<file path="src/isort_pkg.sv">
// ----------------------------------------------------------------------------
// isort_pkg
// shared constants, types and the compare rule of the insertion sorter
// ----------------------------------------------------------------------------
package isort_pkg;

    localparam int CAPACITY = 8;
    localparam int VALUE_W  = 32;

    typedef logic signed [VALUE_W-1:0] value_t;

    // what one cell shows its neighbours
    typedef struct packed {
        logic   valid;
        logic   moves;
        value_t data;
    } cell_link_t;

    // common strobes from the sequencer to every cell
    typedef struct packed {
        logic   insert;
        logic   shift;
        logic   descending;
        value_t key;
    } cell_ctrl_t;

    // true if a stored entry must sit behind the new key
    function automatic logic moves_past(input value_t stored, input value_t key,
                                        input logic descending);
        logic res;
        if (descending)
        begin
            res = key > stored;
        end
        else
        begin
            res = stored > key;
        end
        return res;
    endfunction

endpackage

</file>
<file path="src/isort_if.sv">
// ----------------------------------------------------------------------------
// isort_if
// valid/ready channels of the insertion sorter
// ----------------------------------------------------------------------------
interface isort_in_if;
    logic                  valid;
    logic                  ready;
    isort_pkg::value_t     value;
    logic                  last_in;

    modport source (output valid, output value, output last_in, input ready);
    modport sink   (input valid, input value, input last_in, output ready);
endinterface

interface isort_out_if;
    logic                  valid;
    logic                  ready;
    isort_pkg::value_t     sorted_value;
    logic                  last_out;
    logic                  dropped;

    modport source (output valid, output sorted_value, output last_out,
                    output dropped, input ready);
    modport sink   (input valid, input sorted_value, input last_out,
                    input dropped, output ready);
endinterface

interface isort_cfg_if;
    logic valid;
    logic ready;
    logic descending;

    modport source (output valid, output descending, input ready);
    modport sink   (input valid, input descending, output ready);
endinterface

</file>
<file path="src/insertion_sorter.sv">
// ----------------------------------------------------------------------------
// insertion_sorter
// stable insertion sort of signed 32-bit values in a chain of cells
// ----------------------------------------------------------------------------
// usage
//   feed   : value beats with last_in; one beat per cycle while ready is high
//   result : sorted_value beats, last_out on the final one, dropped when the
//            set overflowed the CAPACITY cells
//   cfg    : one-bit descending register, always ready, write only when idle
// throughput
//   one value per cycle while filling: every cell compares against the key
//   and shifts in the same cycle
//   after the last_in beat the chain drains one cell per cycle through the
//   output register while the result is taken; feed.ready is low for the drain
// first result
//   last_in sets draining_reg, then the head cell loads the output register
// reset
//   cells empty, overflow flag clear, ascending order
// stall
//   a stalled result holds; the chain waits until the register frees up
// ----------------------------------------------------------------------------
module insertion_sorter (
    input  logic        clk,
    input  logic        rst_n,
    isort_in_if.sink    feed,
    isort_out_if.source result,
    isort_cfg_if.sink   cfg
);

    localparam int N = isort_pkg::CAPACITY;

    // configuration
    logic descending_reg;

    // sequencer state
    logic draining_reg;
    logic draining_next;
    logic overflow_reg;
    logic overflow_next;

    // output register
    logic              out_valid_reg;
    isort_pkg::value_t out_value_reg;
    logic              out_last_reg;
    logic              out_dropped_reg;

    isort_pkg::cell_ctrl_t ctrl;
    isort_pkg::cell_link_t links [N];
    logic [N-1:0]          valid_vec;

    logic feed_beat;
    logic full;
    logic load_out;
    logic drain_end;

    assign cfg.ready  = 1'b1;
    assign feed.ready = !draining_reg;
    assign feed_beat  = feed.valid && feed.ready;
    assign full       = valid_vec[N-1];

    // while draining, move the head cell into the output register when it is free
    assign load_out  = draining_reg && (!out_valid_reg || result.ready);
    assign drain_end = load_out && !valid_vec[1];

    assign ctrl.insert     = feed_beat && !full;
    assign ctrl.shift      = load_out;
    assign ctrl.descending = descending_reg;
    assign ctrl.key        = feed.value;

    // chain of cells; the head sees an always-valid, non-moving left side
    for (genvar i = 0; i < N; i++)
    begin : g_cell
        isort_pkg::cell_link_t left_link;
        isort_pkg::cell_link_t right_link;

        if (i == 0)
        begin : g_head
            assign left_link = '{valid: 1'b1, moves: 1'b0, data: '0};
        end
        else
        begin : g_body
            assign left_link = links[i-1];
        end

        if (i == N - 1)
        begin : g_tail
            assign right_link = '{valid: 1'b0, moves: 1'b0, data: '0};
        end
        else
        begin : g_mid
            assign right_link = links[i+1];
        end

        isort_cell u_cell (
            .clk   (clk),
            .rst_n (rst_n),
            .ctrl  (ctrl),
            .left  (left_link),
            .right (right_link),
            .self  (links[i])
        );

        assign valid_vec[i] = links[i].valid;
    end

    always_comb
    begin
        draining_next = draining_reg;
        overflow_next = overflow_reg;
        priority if (drain_end)
        begin
            draining_next = 1'b0;
            overflow_next = 1'b0;
        end
        else if (feed_beat)
        begin
            overflow_next = overflow_reg || full;
            draining_next = feed.last_in;
        end
        else
        begin
            draining_next = draining_reg;
            overflow_next = overflow_reg;
        end
    end

    always_ff @(posedge clk or negedge rst_n)
    begin
        if (!rst_n)
        begin
            descending_reg <= 1'b0;
            draining_reg   <= 1'b0;
            overflow_reg   <= 1'b0;
            out_valid_reg  <= 1'b0;
        end
        else
        begin
            if (cfg.valid)
            begin
                descending_reg <= cfg.descending;
            end
            draining_reg <= draining_next;
            overflow_reg <= overflow_next;
            if (load_out)
            begin
                out_valid_reg <= 1'b1;
            end
            else if (result.ready)
            begin
                out_valid_reg <= 1'b0;
            end
        end
    end

    // payload of the output register
    always_ff @(posedge clk)
    begin
        if (load_out)
        begin
            out_value_reg   <= links[0].data;
            out_last_reg    <= !valid_vec[1];
            out_dropped_reg <= overflow_reg;
        end
    end

    assign result.valid        = out_valid_reg;
    assign result.sorted_value = out_value_reg;
    assign result.last_out     = out_last_reg;
    assign result.dropped      = out_dropped_reg;

    // occupied cells always form an unbroken run from the head
    a_contiguous: assert property (@(posedge clk) disable iff (!rst_n)
        (valid_vec & (valid_vec + N'(1))) == '0)
        else $error("gap in occupied cells");

    // while draining the head cell has a value to hand out
    a_head_valid: assert property (@(posedge clk) disable iff (!rst_n)
        draining_reg |-> valid_vec[0])
        else $error("drain with empty head cell");

    // the beat flagged last ends the drain and leaves the chain empty
    a_drain_end: assert property (@(posedge clk) disable iff (!rst_n)
        drain_end |=> (!draining_reg && valid_vec == '0 && out_last_reg))
        else $error("drain did not end cleanly");

endmodule

</file>
<file path="src/isort_cell.sv">
// ----------------------------------------------------------------------------
// isort_cell
// one slot of the sorted chain: compare, take from left, key, or right
// ----------------------------------------------------------------------------
module isort_cell (
    input  logic                    clk,
    input  logic                    rst_n,
    input  isort_pkg::cell_ctrl_t   ctrl,
    input  isort_pkg::cell_link_t   left,
    input  isort_pkg::cell_link_t   right,
    output isort_pkg::cell_link_t   self
);

    logic              valid_reg;
    logic              valid_next;
    isort_pkg::value_t data_reg;
    isort_pkg::value_t data_next;
    logic              moves;

    assign moves = valid_reg && isort_pkg::moves_past(data_reg, ctrl.key, ctrl.descending);

    always_comb
    begin
        valid_next = valid_reg;
        data_next  = data_reg;
        priority if (ctrl.shift)
        begin
            valid_next = right.valid;
            data_next  = right.data;
        end
        else if (ctrl.insert && left.moves)
        begin
            valid_next = 1'b1;
            data_next  = left.data;
        end
        else if (ctrl.insert && left.valid && (!valid_reg || moves))
        begin
            valid_next = 1'b1;
            data_next  = ctrl.key;
        end
        else
        begin
            valid_next = valid_reg;
            data_next  = data_reg;
        end
    end

    always_ff @(posedge clk or negedge rst_n)
    begin
        if (!rst_n)
        begin
            valid_reg <= 1'b0;
        end
        else
        begin
            valid_reg <= valid_next;
        end
    end

    always_ff @(posedge clk)
    begin
        data_reg <= data_next;
    end

    assign self.valid = valid_reg;
    assign self.moves = moves;
    assign self.data  = data_reg;

endmodule
</file>
<file path="src/flat_wrapper.sv">
// flat-port wrapper written by rule: the top's interface ports become plain ports
module insertion_sorter_flat 
  (clk, rst_n, feed_valid, feed_value, feed_last_in, feed_ready, result_valid, result_sorted_value, result_last_out, result_dropped, result_ready, cfg_valid, cfg_descending, cfg_ready);
  isort_in_if feed_i ();
  isort_out_if result_i ();
  isort_cfg_if cfg_i ();
  input  logic clk;
  input  logic rst_n;
  input wire logic [$bits(feed_i.valid)-1:0] feed_valid;
  input wire logic [$bits(feed_i.value)-1:0] feed_value;
  input wire logic [$bits(feed_i.last_in)-1:0] feed_last_in;
  output wire logic [$bits(feed_i.ready)-1:0] feed_ready;
  output wire logic [$bits(result_i.valid)-1:0] result_valid;
  output wire logic [$bits(result_i.sorted_value)-1:0] result_sorted_value;
  output wire logic [$bits(result_i.last_out)-1:0] result_last_out;
  output wire logic [$bits(result_i.dropped)-1:0] result_dropped;
  input wire logic [$bits(result_i.ready)-1:0] result_ready;
  input wire logic [$bits(cfg_i.valid)-1:0] cfg_valid;
  input wire logic [$bits(cfg_i.descending)-1:0] cfg_descending;
  output wire logic [$bits(cfg_i.ready)-1:0] cfg_ready;
  assign feed_i.valid = feed_valid;
  assign feed_i.value = feed_value;
  assign feed_i.last_in = feed_last_in;
  assign feed_ready = feed_i.ready;
  assign result_valid = result_i.valid;
  assign result_sorted_value = result_i.sorted_value;
  assign result_last_out = result_i.last_out;
  assign result_dropped = result_i.dropped;
  assign result_i.ready = result_ready;
  assign cfg_i.valid = cfg_valid;
  assign cfg_i.descending = cfg_descending;
  assign cfg_ready = cfg_i.ready;
  insertion_sorter u_core (.clk(clk), .rst_n(rst_n), .feed(feed_i), .result(result_i), .cfg(cfg_i));
endmodule
</file>
<file path="config.mk">
export PLATFORM = sky130hd
export DESIGN_NAME = insertion_sorter_flat
export DESIGN_NICKNAME = d
export VERILOG_FILES = /design/src/isort_pkg.sv /design/src/isort_if.sv /design/src/insertion_sorter.sv /design/src/isort_cell.sv /design/src/flat_wrapper.sv
export SDC_FILE = /design/constraint.sdc
export NUM_CORES = 1
export LEC_CHECK = 0
export ABC_AREA = 1
export BUFFER_PORTS_ARGS = -buffer_cell sky130_fd_sc_hd__buf_2
export CAP_MARGIN = 20
export CORE_MARGIN = 3
export CORE_UTILIZATION = 30
export CTS_BUF_LIST = sky130_fd_sc_hd__clkbuf_4 sky130_fd_sc_hd__clkbuf_8
export DETAILED_ROUTE_END_ITERATION = 10
export PLACE_DENSITY_LB_ADDON = 0.3
export REMOVE_ABC_BUFFERS = 1
export SLEW_MARGIN = 10
export SYNTH_ARGS = -nofsm -noshare
export SYNTH_HDL_FRONTEND = slang
export SYNTH_SLANG_ARGS = --single-unit
export TNS_END_PERCENT = 10
</file>
<file path="constraint.sdc">
create_clock -name clk -period 8.7 [get_ports clk]
set_input_delay 1.74 -clock clk [delete_from_list [all_inputs] [get_ports clk]]
set_output_delay 1.74 -clock clk [all_outputs]
set_load 0.005 [all_outputs]
</file>
==> summary.txt <==
Max Slew Vio Count: 0
Minimum hold slack: 0.449 ns
P_leak: 11.4 nW
Top routing layer used: met5
Synth area leaders: edfxtp_1 36%, nand2_1 16%, ha_1 13%, nand3_1 6.3%, inv_1 5.5%
Die width: 273 um
Met2 WL: 28.5 mm
# port buffers: 74
Outcome: completed
Post-cts sizing count: 0
CTS Root Cell: clkbuf_8
Area Growth Syn to Fin: 10.4%
Final Hold Fails: 0
PD cells: 351 nW/um2
Fmax achieved: 197 MHz
Clock Latency Late Sink: 0.65 ns
CTS clk-pin slew, worst paths: 0.06 ns
Wirelength per Cell: 17.4 um
M1 WL: 32.0 mm
Core Region: 70400 um2
Relative slew slack: 0.353
Most frequent cells in the layout: 904 x nand2_1, 312 x inv_1, 269 x nand3_1, 258 x edfxtp_1, 224 x ha_1
Pin count of the biggest net entering global routing: 110
Initial Utilization: 0.304
Gate Count Post-Synth: 2736
Routability cong.: 0.852
Worst reg2reg path depth: 12
Setup Viol. Count Final: 0
Worst Path Required: 9.00 ns
Drt first pass iters: 6
RSZ-0062 raised after global routing: false
Area leader, netlist: edfxtp_1
Worst setup SP type: primary input
Vias: 18100
Seq/Total Area, Yosys: 0.406
Final WL: 65.4 mm
Post-CTS setup buffer count: 0
# IOs: 76
Post-route minimum period: 5.07 ns
Seq cells post-synth: 302
Final-layout fill cell count: 7579
Hold path depth: 0
Total grt overflow: 0
Vias in the first global route: 17300
Row cnt: 97
Final Instance Count excl. Fillers: 3755
Final ANT Viol Nets: 0
Via density: 4.82
First-pass GRT wire length: 102 mm
DR iter-0 viols: 1448
Mapped cell area: 21400 um2
Die area: 74600 um2
Total track usage: 0.173
CTS tree: built
Avg Cell Area, Syn: 7.82 um2
H-Tree Depth: 2
Most common cell after layout, fill and taps aside: nand2_1
Clk sink count: 302
Top cell type's share of synthesized area: 0.362
Peak supply drop: 0.120 mV
Number of flip-flops in the largest register: 256
Crit Path Max Fanout: 34
DR DRC count: 0
Crit path DAT: 5.38 ns
Final Skew: 0.0148 ns
HP Class: reg -> reg
Critical path class: in -> reg
TritonCTS Buffers: 56
HPWL reported at the end of detailed placement: 48.0 mm
Worst Tran Pin Value: 0.970 ns
Max cap viols: 0
DP Cell Count: 3651
Period utilisation layout: 0.583
Deepest clock path buffer count: 3
# hold bufs at CTS: 0
Initial antenna violation count: 6
Share of cells above drive strength 1: 0.0893
CP Capture Type: flop
Unique masters post-synth: 35
Nets: 3032
Die Y: 273 um
Synthesis Warnings: 0
Metal3 WL: 3.46 mm
[power by group]
group / total, mW / internal, mW / switching [mW]
sequential: 3.05 / 2.60 / 0.448
combinational: 3.84 / 1.19 / 2.64
clock: 1.42 / 0.782 / 0.640
total: 8.30 / 4.57 / 3.73
[per-stage QoR]
step	setup TNS, ns	cell area, um2	total power [mW]	util	worst slack, ns
floorplan	-1385.67	20700	5.65	-	-5.05
global placement	0	22500	6.86	0.320	3.00
detailed placement	0	22500	6.90	0.320	2.91
CTS	0	23600	8.35	0.336	3.63
global route	0	23600	9.03	0.336	3.31
finish	0	23600	8.30	0.336	3.63
[cells in the mapped netlist]
master    count
o21a_1       16
nor3_1        4
nor2_2        5
a41oi_1       1
edfxtp_1    258
o21ai_0      68
a21o_1        3
a21oi_1     144
nand2_2       6
conb_1        1
nand3_4       2
clkinv_1      8
nor3b_2       1
o21ai_1      21
inv_1       313
nor4_2        3
buf_2        29
nand3_2       6
o21bai_2     20
buf_1         7
inv_2         1
buf_6        17
nor2_1      148
nand4_1      88
clkbuf_1     61
dfxtp_1      32
dfrtp_1      12
nand3b_1     31
o21bai_1     14
buf_4        13
nand2_1     906
nand3_1     270
nand2_4       2
nor3_2        1
ha_1        224
[per-layer routing]
metal | global-route usage | vias up
met5 | 0 | -
met1 | 0.250 | 8359
met4 | 0.0447 | 4
met2 | 0.269 | 494
met3 | 0.0270 | 83
li1 | - | 9172
[path summary, 6_finish.rpt]
path                                                                 from                                              to  slack, ns
max                                                        feed_value[11]  u_core.g_cell[2].u_cell.data_reg[28]$_DFFE_PP_       3.63
min                         u_core.g_cell[0].u_cell.data_reg[0]$_DFFE_PP_         u_core.result.sorted_value[0]$_DFFE_PP_       0.45
max reg2reg                u_core.g_cell[5].u_cell.data_reg[31]$_DFFE_PP_  u_core.g_cell[6].u_cell.data_reg[28]$_DFFE_PP_       4.66
min reg2reg                 u_core.g_cell[0].u_cell.data_reg[0]$_DFFE_PP_         u_core.result.sorted_value[0]$_DFFE_PP_       0.45
max in group asynchronous                                           rst_n   u_core.g_cell[3].u_cell.valid_reg$_DFFE_PN0P_       7.43
min in group asynchronous                                           rst_n   u_core.g_cell[6].u_cell.valid_reg$_DFFE_PN0P_       1.00
[cell families after synthesis]
group | Yosys count | synth area share
AO/OA/AOI/OAI | 287 | 0.0770
adder cells (fa/ha/maj) | 224 | 0.131
buffers and inverters | 449 | 0.0887
flip-flops | 302 | 0.406
other | 1 | 0.000175
AND/OR/NAND/NOR | 1473 | 0.297
[layout make-up]
cell class,count,area [um2],share of cell area
well taps,940,1180,0.0498
repair buffers,102,581,0.0246
multi-input cells,1985,10800,0.459
flip-flops and latches,302,8690,0.368
clock buffers,92,1090,0.0462
inverters,322,1220,0.0515
clock inverters,7,31.3,0.00132
diodes,5,12.5,0.000529
[worst max-delay path, stage by stage]
cell	delay, ns
buf_2	0.16
clkinv_1	0.42
ha_1	0.47
a21oi_1	0.14
o21ai_0	0.09
a21oi_1	0.19
nand2_1	0.14
nand2_1	0.11
nand2_1	0.08
nand2_1	0.07
nand3_1	0.08
nand2_2	0.08
buf_4	0.38
nand2_4	0.34
nand3_1	0.42
buf_4	0.42
(Power assumes the default switching activity.)
